<file path="config.mk">
export PLATFORM = sky130hd
export DESIGN_NAME = multi_turn_encoder_unwrap
export DESIGN_NICKNAME = d
export VERILOG_FILES = /design/src/rtl/meu_pkg.sv /design/src/rtl/meu_fold.sv /design/src/rtl/meu_track.sv /design/src/rtl/meu_phase.sv /design/src/rtl/multi_turn_encoder_unwrap.sv
export SDC_FILE = /design/constraint.sdc
export NUM_CORES = 2
export LEC_CHECK = 0
export ABC_AREA = 1
export BUFFER_PORTS_ARGS = -buffer_cell sky130_fd_sc_hd__buf_2
export CAP_MARGIN = 20
export CELL_PAD_IN_SITES_DETAIL_PLACEMENT = 1
export CELL_PAD_IN_SITES_GLOBAL_PLACEMENT = 2
export CORE_MARGIN = 8
export CORE_UTILIZATION = 39
export DETAILED_ROUTE_END_ITERATION = 10
export PLACE_DENSITY_LB_ADDON = 0.1
export SLEW_MARGIN = 20
export SYNTH_ARGS = -nofsm -noshare
export SYNTH_HDL_FRONTEND = slang
export SYNTH_SLANG_ARGS = --single-unit
export TNS_END_PERCENT = 50
</file>
<file path="constraint.sdc">
create_clock -name clk -period 13.9 [get_ports clk]
set_input_delay 2.78 -clock clk [delete_from_list [all_inputs] [get_ports clk]]
set_output_delay 2.78 -clock clk [all_outputs]
set_load 0.02 [all_outputs]
</file>
<file path="src/rtl/meu_pkg.sv">
// Shared types and constants for the multi-turn encoder unwrap block.
`default_nettype none

package meu_pkg;

  localparam int RAW_W      = 18;
  localparam int DELTA_W    = 19;
  localparam int TOTAL_W    = 64;
  localparam int PHASE_W    = 14;
  localparam int CFG_IDX_W  = 3;
  localparam int CFG_DATA_W = 64;

  // Encoder range: 25 * 2^13 counts per revolution of the raw reading.
  localparam logic [31:0]      RAW_RANGE_32 = 32'd204800;
  localparam logic [RAW_W-1:0] RAW_RANGE    = 18'd204800;
  localparam int               FOLD_LOW_W   = 13;
  // floor(x / 25) == (x * FOLD_MULT) >> FOLD_SHIFT for every 19-bit x.
  localparam logic [19:0]      FOLD_MULT    = 20'd671089;
  localparam int               FOLD_SHIFT   = 24;

  localparam logic signed [DELTA_W-1:0] RANGE_S    = 19'sd204800;
  localparam logic signed [DELTA_W-1:0] HALF_S     = 19'sd102400;
  localparam logic signed [DELTA_W-1:0] ABNORMAL_S = 19'sd40960;

  // Steering turn: 7 * 2^11 pulses.
  localparam int PHASE_LOW_W = 11;

  localparam logic OP_SAMPLE = 1'b0;
  localparam logic OP_HOME   = 1'b1;

  typedef enum logic [CFG_IDX_W-1:0] {
    CFG_ZERO_OFFSET   = 3'd0,
    CFG_PHASE_ANCHOR  = 3'd1,
    CFG_SAVED_TOTAL   = 3'd2,
    CFG_SAVED_RAW     = 3'd3,
    CFG_RESTORE_ARMED = 3'd4
  } meu_cfg_idx_t;

  typedef struct packed {
    logic                      opcode;
    logic [31:0]               raw_reading;
    logic signed [TOTAL_W-1:0] home_total;
  } meu_in_t;

  typedef struct packed {
    logic signed [TOTAL_W-1:0] unwrapped_total;
    logic [PHASE_W-1:0]        steer_phase;
    logic [RAW_W-1:0]          calibrated_raw;
    logic                      restore_ok;
    logic                      degraded;
    logic                      range_warning;
  } meu_out_t;

  // Folded sample on its way into the tracking stage.
  typedef struct packed {
    logic                      opcode;
    logic [RAW_W-1:0]          folded;
    logic                      warn;
    logic signed [TOTAL_W-1:0] home_total;
  } meu_fold_t;

  // Tracking stage result.
  typedef struct packed {
    logic [TOTAL_W-1:0] total;
    logic [RAW_W-1:0]   folded;
    logic               warn;
    logic               restore_ok;
    logic               degraded;
  } meu_track_t;

endpackage

`default_nettype wire

</file>
<file path="src/rtl/meu_fold.sv">
// Folds a 32-bit raw encoder reading into the encoder range.
`default_nettype none

module meu_fold
  import meu_pkg::*;
(
  input  wire logic [31:0]      raw,
  output logic      [RAW_W-1:0] folded,
  output logic                  warn
);

  logic [18:0] hi;
  logic [38:0] prod;
  logic [14:0] quo;
  logic [18:0] quo25;
  logic [18:0] rem;

  // Low 13 bits pass through; the upper part is reduced mod 25.
  assign hi    = raw[31:FOLD_LOW_W];
  assign prod  = {20'd0, hi} * {19'd0, FOLD_MULT};
  assign quo   = prod[38:FOLD_SHIFT];
  assign quo25 = {quo, 4'd0} + {1'b0, quo, 3'd0} + {4'd0, quo};
  assign rem   = hi - quo25;

  assign folded = {rem[4:0], raw[FOLD_LOW_W-1:0]};
  assign warn   = (raw >= RAW_RANGE_32);

endmodule

`default_nettype wire

</file>
<file path="src/rtl/meu_track.sv">
// Unwrap state: shortest-path delta, running total, restore and home handling.
`default_nettype none

module meu_track
  import meu_pkg::*;
(
  input  wire logic                clk,
  input  wire logic                rst_n,
  input  wire logic                take,
  input  wire meu_fold_t           fold_in,
  input  wire logic [TOTAL_W-1:0]  stored_total,
  input  wire logic [RAW_W-1:0]    stored_raw,
  input  wire logic                restore_armed,
  input  wire logic                rearm,
  output meu_track_t               track_out
);

  logic [TOTAL_W-1:0] total_r, total_nxt;
  logic [RAW_W-1:0]   prev_raw_r, prev_raw_nxt;
  logic               baseline_r, baseline_nxt;
  logic               consumed_r, consumed_nxt;
  logic               rok_r, rok_nxt;
  logic               deg_r, deg_nxt;
  meu_track_t         track_r, track_nxt;

  logic                      restore;
  logic [RAW_W-1:0]          saved_fold;
  logic [RAW_W-1:0]          ref_raw;
  logic signed [DELTA_W-1:0] d_raw;
  logic signed [DELTA_W-1:0] delta;
  logic                      abnormal;
  logic [TOTAL_W-1:0]        base;
  logic [TOTAL_W-1:0]        sum;

  always_comb begin
    saved_fold = (stored_raw >= RAW_RANGE) ? (stored_raw - RAW_RANGE) : stored_raw;
    restore    = !baseline_r && restore_armed && !consumed_r;
    ref_raw    = baseline_r ? prev_raw_r : saved_fold;
    d_raw      = $signed({1'b0, fold_in.folded}) - $signed({1'b0, ref_raw});
    if (d_raw > HALF_S) begin
      delta = d_raw - RANGE_S;
    end else if (d_raw < -HALF_S) begin
      delta = d_raw + RANGE_S;
    end else begin
      delta = d_raw;
    end
    abnormal = (delta > ABNORMAL_S) || (delta < -ABNORMAL_S);
    base     = baseline_r ? total_r : stored_total;
    sum      = base + {{(TOTAL_W-DELTA_W){delta[DELTA_W-1]}}, delta};
  end

  always_comb begin
    total_nxt    = total_r;
    prev_raw_nxt = prev_raw_r;
    baseline_nxt = baseline_r;
    consumed_nxt = consumed_r;
    rok_nxt      = rok_r;
    deg_nxt      = deg_r;
    if (take) begin
      if (fold_in.opcode == OP_HOME) begin
        total_nxt    = fold_in.home_total;
        baseline_nxt = 1'b1;
        rok_nxt      = 1'b1;
        deg_nxt      = 1'b0;
        consumed_nxt = 1'b1;
      end else begin
        prev_raw_nxt = fold_in.folded;
        baseline_nxt = 1'b1;
        if (baseline_r || restore) begin
          total_nxt = sum;
        end else begin
          total_nxt = {{(TOTAL_W-RAW_W){1'b0}}, fold_in.folded};
        end
        if (restore) begin
          deg_nxt      = abnormal;
          rok_nxt      = !abnormal;
          consumed_nxt = 1'b1;
        end else if (!baseline_r) begin
          // cold start
          deg_nxt = 1'b1;
          rok_nxt = 1'b0;
        end
      end
    end else if (rearm) begin
      consumed_nxt = 1'b0;
    end
  end

  always_comb begin
    track_nxt.total      = total_nxt;
    track_nxt.restore_ok = rok_nxt;
    track_nxt.degraded   = deg_nxt;
    if (fold_in.opcode == OP_HOME) begin
      track_nxt.folded = prev_raw_r;
      track_nxt.warn   = 1'b0;
    end else begin
      track_nxt.folded = fold_in.folded;
      track_nxt.warn   = fold_in.warn;
    end
  end

  always_ff @(posedge clk) begin
    if (!rst_n) begin
      total_r    <= '0;
      prev_raw_r <= '0;
      baseline_r <= 1'b0;
      consumed_r <= 1'b0;
      rok_r      <= 1'b0;
      deg_r      <= 1'b0;
    end else begin
      total_r    <= total_nxt;
      prev_raw_r <= prev_raw_nxt;
      baseline_r <= baseline_nxt;
      consumed_r <= consumed_nxt;
      rok_r      <= rok_nxt;
      deg_r      <= deg_nxt;
    end
  end

  always_ff @(posedge clk) begin
    if (take) begin
      track_r <= track_nxt;
    end
  end

  assign track_out = track_r;

endmodule

`default_nettype wire

</file>
<file path="src/rtl/meu_phase.sv">
// Positive modulo of a signed 64-bit difference by the steering turn (7 * 2^11).
`default_nettype none

module meu_phase
  import meu_pkg::*;
(
  input  wire logic [TOTAL_W-1:0] diff,
  output logic      [PHASE_W-1:0] phase
);

  logic [52:0] hi;
  logic [14:0] s1;
  logic [5:0]  s2;
  logic [5:0]  t1;
  logic [5:0]  t2;
  logic [5:0]  t3;

  // hi is floor(diff / 2^11); 2^12 and 2^3 are 1 mod 7, the sign bit is 5 mod 7.
  assign hi = diff[TOTAL_W-1:PHASE_LOW_W];

  always_comb begin
    s1 = {3'd0, hi[11:0]} + {3'd0, hi[23:12]} + {3'd0, hi[35:24]}
       + {3'd0, hi[47:36]} + {12'd0, hi[50:48]} + {14'd0, hi[51]}
       + (hi[52] ? 15'd5 : 15'd0);
    s2 = {3'd0, s1[2:0]} + {3'd0, s1[5:3]} + {3'd0, s1[8:6]}
       + {3'd0, s1[11:9]} + {3'd0, s1[14:12]};
    t1 = (s2 >= 6'd28) ? (s2 - 6'd28) : s2;
    t2 = (t1 >= 6'd14) ? (t1 - 6'd14) : t1;
    t3 = (t2 >= 6'd7)  ? (t2 - 6'd7)  : t2;
  end

  assign phase = {t3[2:0], diff[PHASE_LOW_W-1:0]};

endmodule

`default_nettype wire

</file>
<file path="src/rtl/multi_turn_encoder_unwrap.sv">
// Multi-turn encoder unwrap: top level with config registers and pipeline.
//
//   channel  ports                          direction  beat
//   input    in_valid/in_stall/in_data      in         opcode, raw reading, home total
//   result   out_valid/out_stall/out_data   out        total, phase, raw, flags
//   config   cfg_we/cfg_index/cfg_data      in         one register write per cycle
//
// One beat per cycle sustained while out_stall stays low; an accepted input beat
// passes input reg, fold, tracking, anchor subtract and phase/output reg to out_valid.
// The tracking stage's 64-bit running-total add is the only feedback loop.
// Reset (rst_n low at a clock edge) clears all valids, state and config.
// out_stall holds the output register; earlier stages fill bubbles, and
// in_stall rises only when every stage holds a beat.
`default_nettype none

module multi_turn_encoder_unwrap
  import meu_pkg::*;
(
  input  wire logic                  clk,
  input  wire logic                  rst_n,
  input  wire logic                  in_valid,
  output logic                       in_stall,
  input  wire meu_in_t               in_data,
  output logic                       out_valid,
  input  wire logic                  out_stall,
  output meu_out_t                   out_data,
  input  wire logic                  cfg_we,
  input  wire logic [CFG_IDX_W-1:0]  cfg_index,
  input  wire logic [CFG_DATA_W-1:0] cfg_data
);

  typedef struct packed {
    logic [TOTAL_W-1:0] total;
    logic [TOTAL_W-1:0] diff;
    logic [RAW_W-1:0]   cal;
    logic               warn;
    logic               restore_ok;
    logic               degraded;
  } meu_calc_t;

  logic [RAW_W-1:0]   zero_off_r;
  logic [TOTAL_W-1:0] anchor_r;
  logic [TOTAL_W-1:0] stored_total_r;
  logic [RAW_W-1:0]   stored_raw_r;
  logic               armed_r;
  logic               rearm;

  logic v0_r, v1_r, v2_r, v3_r, v4_r;
  logic v0_nxt, v1_nxt, v2_nxt, v3_nxt, v4_nxt;
  logic adv0, adv1, adv2, adv3, adv4;

  meu_in_t    in_r;
  meu_fold_t  fold_r, fold_nxt;
  meu_track_t track;
  meu_calc_t  calc_r, calc_nxt;
  meu_out_t   out_r, out_nxt;

  logic [RAW_W-1:0]   off_mod;
  logic [RAW_W-1:0]   cal_diff;
  logic [PHASE_W-1:0] phase;

  // ---------------- configuration ----------------
  assign rearm = cfg_we && (cfg_index == CFG_RESTORE_ARMED);

  always_ff @(posedge clk) begin
    if (!rst_n) begin
      zero_off_r     <= '0;
      anchor_r       <= '0;
      stored_total_r <= '0;
      stored_raw_r   <= '0;
      armed_r        <= 1'b0;
    end else if (cfg_we) begin
      case (cfg_index)
        CFG_ZERO_OFFSET:   zero_off_r     <= cfg_data[RAW_W-1:0];
        CFG_PHASE_ANCHOR:  anchor_r       <= cfg_data;
        CFG_SAVED_TOTAL:   stored_total_r <= cfg_data;
        CFG_SAVED_RAW:     stored_raw_r   <= cfg_data[RAW_W-1:0];
        CFG_RESTORE_ARMED: armed_r        <= cfg_data[0];
        default:           ;
      endcase
    end
  end

  // ---------------- pipeline control ----------------
  assign adv4 = !v4_r || !out_stall;
  assign adv3 = !v3_r || adv4;
  assign adv2 = !v2_r || adv3;
  assign adv1 = !v1_r || adv2;
  assign adv0 = !v0_r || adv1;

  assign in_stall = !adv0;

  always_comb begin
    v0_nxt = adv0 ? in_valid : v0_r;
    v1_nxt = adv1 ? v0_r     : v1_r;
    v2_nxt = adv2 ? v1_r     : v2_r;
    v3_nxt = adv3 ? v2_r     : v3_r;
    v4_nxt = adv4 ? v3_r     : v4_r;
  end

  always_ff @(posedge clk) begin
    if (!rst_n) begin
      v0_r <= 1'b0;
      v1_r <= 1'b0;
      v2_r <= 1'b0;
      v3_r <= 1'b0;
      v4_r <= 1'b0;
    end else begin
      v0_r <= v0_nxt;
      v1_r <= v1_nxt;
      v2_r <= v2_nxt;
      v3_r <= v3_nxt;
      v4_r <= v4_nxt;
    end
  end

  // ---------------- stage 0: input register ----------------
  always_ff @(posedge clk) begin
    if (adv0) begin
      in_r <= in_data;
    end
  end

  // ---------------- stage 1: fold ----------------
  meu_fold u_fold (
    .raw    (in_r.raw_reading),
    .folded (fold_nxt.folded),
    .warn   (fold_nxt.warn)
  );

  assign fold_nxt.opcode     = in_r.opcode;
  assign fold_nxt.home_total = in_r.home_total;

  always_ff @(posedge clk) begin
    if (adv1) begin
      fold_r <= fold_nxt;
    end
  end

  // ---------------- stage 2: tracking ----------------
  meu_track u_track (
    .clk           (clk),
    .rst_n         (rst_n),
    .take          (adv2 && v1_r),
    .fold_in       (fold_r),
    .stored_total  (stored_total_r),
    .stored_raw    (stored_raw_r),
    .restore_armed (armed_r),
    .rearm         (rearm),
    .track_out     (track)
  );

  // ---------------- stage 3: anchor difference, calibrated raw ----------------
  always_comb begin
    off_mod  = (zero_off_r >= RAW_RANGE) ? (zero_off_r - RAW_RANGE) : zero_off_r;
    cal_diff = track.folded - off_mod;
    calc_nxt.total      = track.total;
    calc_nxt.diff       = track.total - anchor_r;
    calc_nxt.cal        = (track.folded < off_mod) ? (cal_diff + RAW_RANGE) : cal_diff;
    calc_nxt.warn       = track.warn;
    calc_nxt.restore_ok = track.restore_ok;
    calc_nxt.degraded   = track.degraded;
  end

  always_ff @(posedge clk) begin
    if (adv3) begin
      calc_r <= calc_nxt;
    end
  end

  // ---------------- stage 4: phase, output register ----------------
  meu_phase u_phase (
    .diff  (calc_r.diff),
    .phase (phase)
  );

  always_comb begin
    out_nxt.unwrapped_total = calc_r.total;
    out_nxt.steer_phase     = phase;
    out_nxt.calibrated_raw  = calc_r.cal;
    out_nxt.restore_ok      = calc_r.restore_ok;
    out_nxt.degraded        = calc_r.degraded;
    out_nxt.range_warning   = calc_r.warn;
  end

  always_ff @(posedge clk) begin
    if (adv4) begin
      out_r <= out_nxt;
    end
  end

  assign out_valid = v4_r;
  assign out_data  = out_r;

endmodule

`default_nettype wire

</file>
==> results.py <==
metrics = {
    "synthesis": {
        "synth_fp_nets": 5510,
        "synthCells": 4839,
        "yosysTopAreaCell": "edfxtp_1",
        "synth_area_per_cell_sq_um": 9.23,
        "synthArstFlopShare_pct": 0,
        "ys_top_cells_by_count": "inv_1 (770), nand2_1 (682), edfxtp_1 (514)",
        "synth_seq_area_share_pct": 46.0,
        "synth_top_area_share_pct": 34.6,
        "synth_flop_cell": "edfxtp_1",
        "synth_cell_types": 64,
        "yosysWarnings": 0,
        "synth_most_common_cell": "inv_1",
        "synthTopCellsByArea": "edfxtp_1 (35%), dfxtp_1 (11%), ha_1 (10%)",
        "synth_edf_count": 514,
        "ys_ff_latch": 770,
        "syn-cell-area_sq_mm": 0.0447,
    },
    "floorplanning": {
        "start_util_pct": 39.2,
        "pin_count": 270,
        "die_height_um": 354,
        "fp.dieW_um": 354,
        "fp-row-count": 124,
        "coreArea_sq_mm": 0.114,
        "die_area_sq_mm": 0.126,
    },
    "sta": {
        "drv_slew": 0,
        "finalSetupViolCount": 0,
        "finalSetupTns_ps": 0,
        "hold_violations": 0,
        "finalClockSkew_ps": 47.0,
        "slew_headroom_pct": 37.6,
        "rsz0062_at_grt": "no",
        "whs_ps": 415,
        "worst_pin_slew_ps": 934,
        "fin_crit_sh_pct": 64.6,
        "min_period_ps": 8980,
        "fmax_ghz": 0.111,
    },
    "routing": {
        "antenna_left": 0,
        "dr.pass1.iters": 5,
        "viasPerCell": 5.04,
        "post_drt_wl_per_cell_um": 21.6,
        "drc_errors": 0,
        "vias": 33778,
        "wl_um": 145000,
        "drtIter0Drc": 2246,
    },
    "critical_path": {
        "critPathBufInv": 5,
        "cp-start-kind": "flip-flop",
        "slowest_delay_ps": 580,
        "cp_max_fo": 4,
        "path_class": "reg -> reg",
        "cp_top_family": "adder cells",
        "cpMostUsedCell": "fa_1",
        "endpoint_kind": "flip-flop",
        "crit_arrival_ps": 9400,
        "r2r-start": "calc_r[32]$_DFFE_PP_",
        "cpMaxStageDelayCell": "fa_1",
        "critPathLaunch": "calc_r[32]$_DFFE_PP_",
        "required_ps": 14310,
    },
    "placed_design": {
        "dp_hpwl_um": 115000,
        "port_buffers": 269,
        "dp_cells": 6530,
        "place_congestion": 0.894,
    },
    "cells_and_area": {
        "syn2layout_area_growth_pct": 13.4,
        "final_core_util_pct": 44.5,
        "fin_cells": 6698,
        "n_fill_cell": 13205,
        "ff_latch_area_sq_mm": 0.0206,
        "final_layout_size_suffix_gt1_share_pct": 9.80,
        "nets": 5779,
        "multiInputGateArea_sq_mm": 0.0207,
    },
    "clock_tree": {
        "post-cts-setup-buffers": 0,
        "cts_root_buffer": "clkbuf_16",
        "ctsResizeCount": 0,
        "htreeDepth": 3,
        "cts_sinks": 770,
        "clock_path_buffers": 3,
        "path_clk_slew_ps": 60,
        "cts_hold_buffers": 0,
        "tritoncts": "done",
        "cts_buffers": 88,
        "clk_latency_ps": 680,
    },
    "global_route": {
        "grt_pass1_wl_um": 219000,
        "grt_usage_pct": 22.6,
        "overflow": 0,
        "grt_max_degree": 82,
        "antenna_found_initial": 10,
        "grt_pass1_vias": 35417,
    },
    "worst_hold_path": {
        "holdCritStartpoint": "calc_r[14]$_DFFE_PP_",
        "hold_class": "reg -> reg",
    },
    "flow_run": {
        "cap_viol_max_count": 0,
    },
    "outcome": {
        "status": "finished clean",
    },
}
[sequential cells by signal, summed over array words and instances (netlist names), 18 cells and up]
| signal | cells |
|---|---|
| u_track.total_r | 64 |
| calc_r | 149 |
| out_data | 99 |
| u_track.prev_raw_r | 18 |
| fold_nxt | 65 |
| stored_raw_r | 18 |
| anchor_r | 64 |
| zero_off_r | 18 |
| u_track.track_out | 85 |
| fold_r | 84 |
| in_r | 32 |
| stored_total_r | 64 |
[final timing paths]
kind                            end  slack, ps  depth (start not counted)
max          out_data[32]$_DFFE_PP_       4920                         41
min          out_data[14]$_DFFE_PP_        420                          0
max reg2reg  out_data[32]$_DFFE_PP_       4920                         41
min reg2reg  out_data[14]$_DFFE_PP_        420                          0
[worst reg2reg max path, delay by kind of cell (launching register included)]
family                   cells  cell delay, ps
adder cells (fa/ha/maj)     12            4670
AND/OR/NAND/NOR             13            1410
XOR/XNOR                     5            1080
AO/OA/AOI/OAI                6             930
flip-flops                   1             320
buffers and inverters        5             320
[metal layers]
layer	track usage [%]	wire length [um]	vias to the layer above
met5	0	12	-
met4	5.55	3520	2
met3	3.61	7650	162
li1	-	-	16738
met1	33.2	71400	16241
met2	34.8	62200	635
[logic make-up after synthesis]
logic type / after synthesis / synth area share, %
XOR/XNOR: 159 / 3.12
multiplexers: 1 / 0.0252
adder cells (fa/ha/maj): 502 / 16.5
AO/OA/AOI/OAI: 1142 / 14.0
buffers and inverters: 900 / 7.60
AND/OR/NAND/NOR: 1365 / 12.7
flip-flops: 770 / 46.0
[through the flow]
stage / area [sq um] / worst slack, ps
2_1_floorplan: 44700 / 665
3_3_place_gp: 47700 / 5180
3_5_place_dp: 47700 / 4870
4_1_cts: 50600 / 4840
5_1_grt: 50600 / 4090
6_report: 50600 / 4920
[cell usage in the layout (no fill, tap or decap), drive strengths merged, types with 145 or more instances in the layout]
cell type	count
inv	786
nand2	713
edfxtp	514
a21oi	488
o21ai	454
nor2	435
ha	357
buf	294
dfxtp	256
fa	145
[cell type report]
type / count / share of cell area, %
Antenna cell: 4 / 0.0198
Clock buffer: 120 / 4.79
Clock inverter: 44 / 1.06
Inverter: 785 / 5.85
Multi-Input combinational cell: 3169 / 40.9
Sequential cell: 770 / 40.6
Tap cell: 1512 / 3.74
Timing Repair Buffer: 294 / 3.04
Power is left out: the tool's default activity adds up to more than one toggle a clock period on the data nets, which glitch-free logic cannot reach.
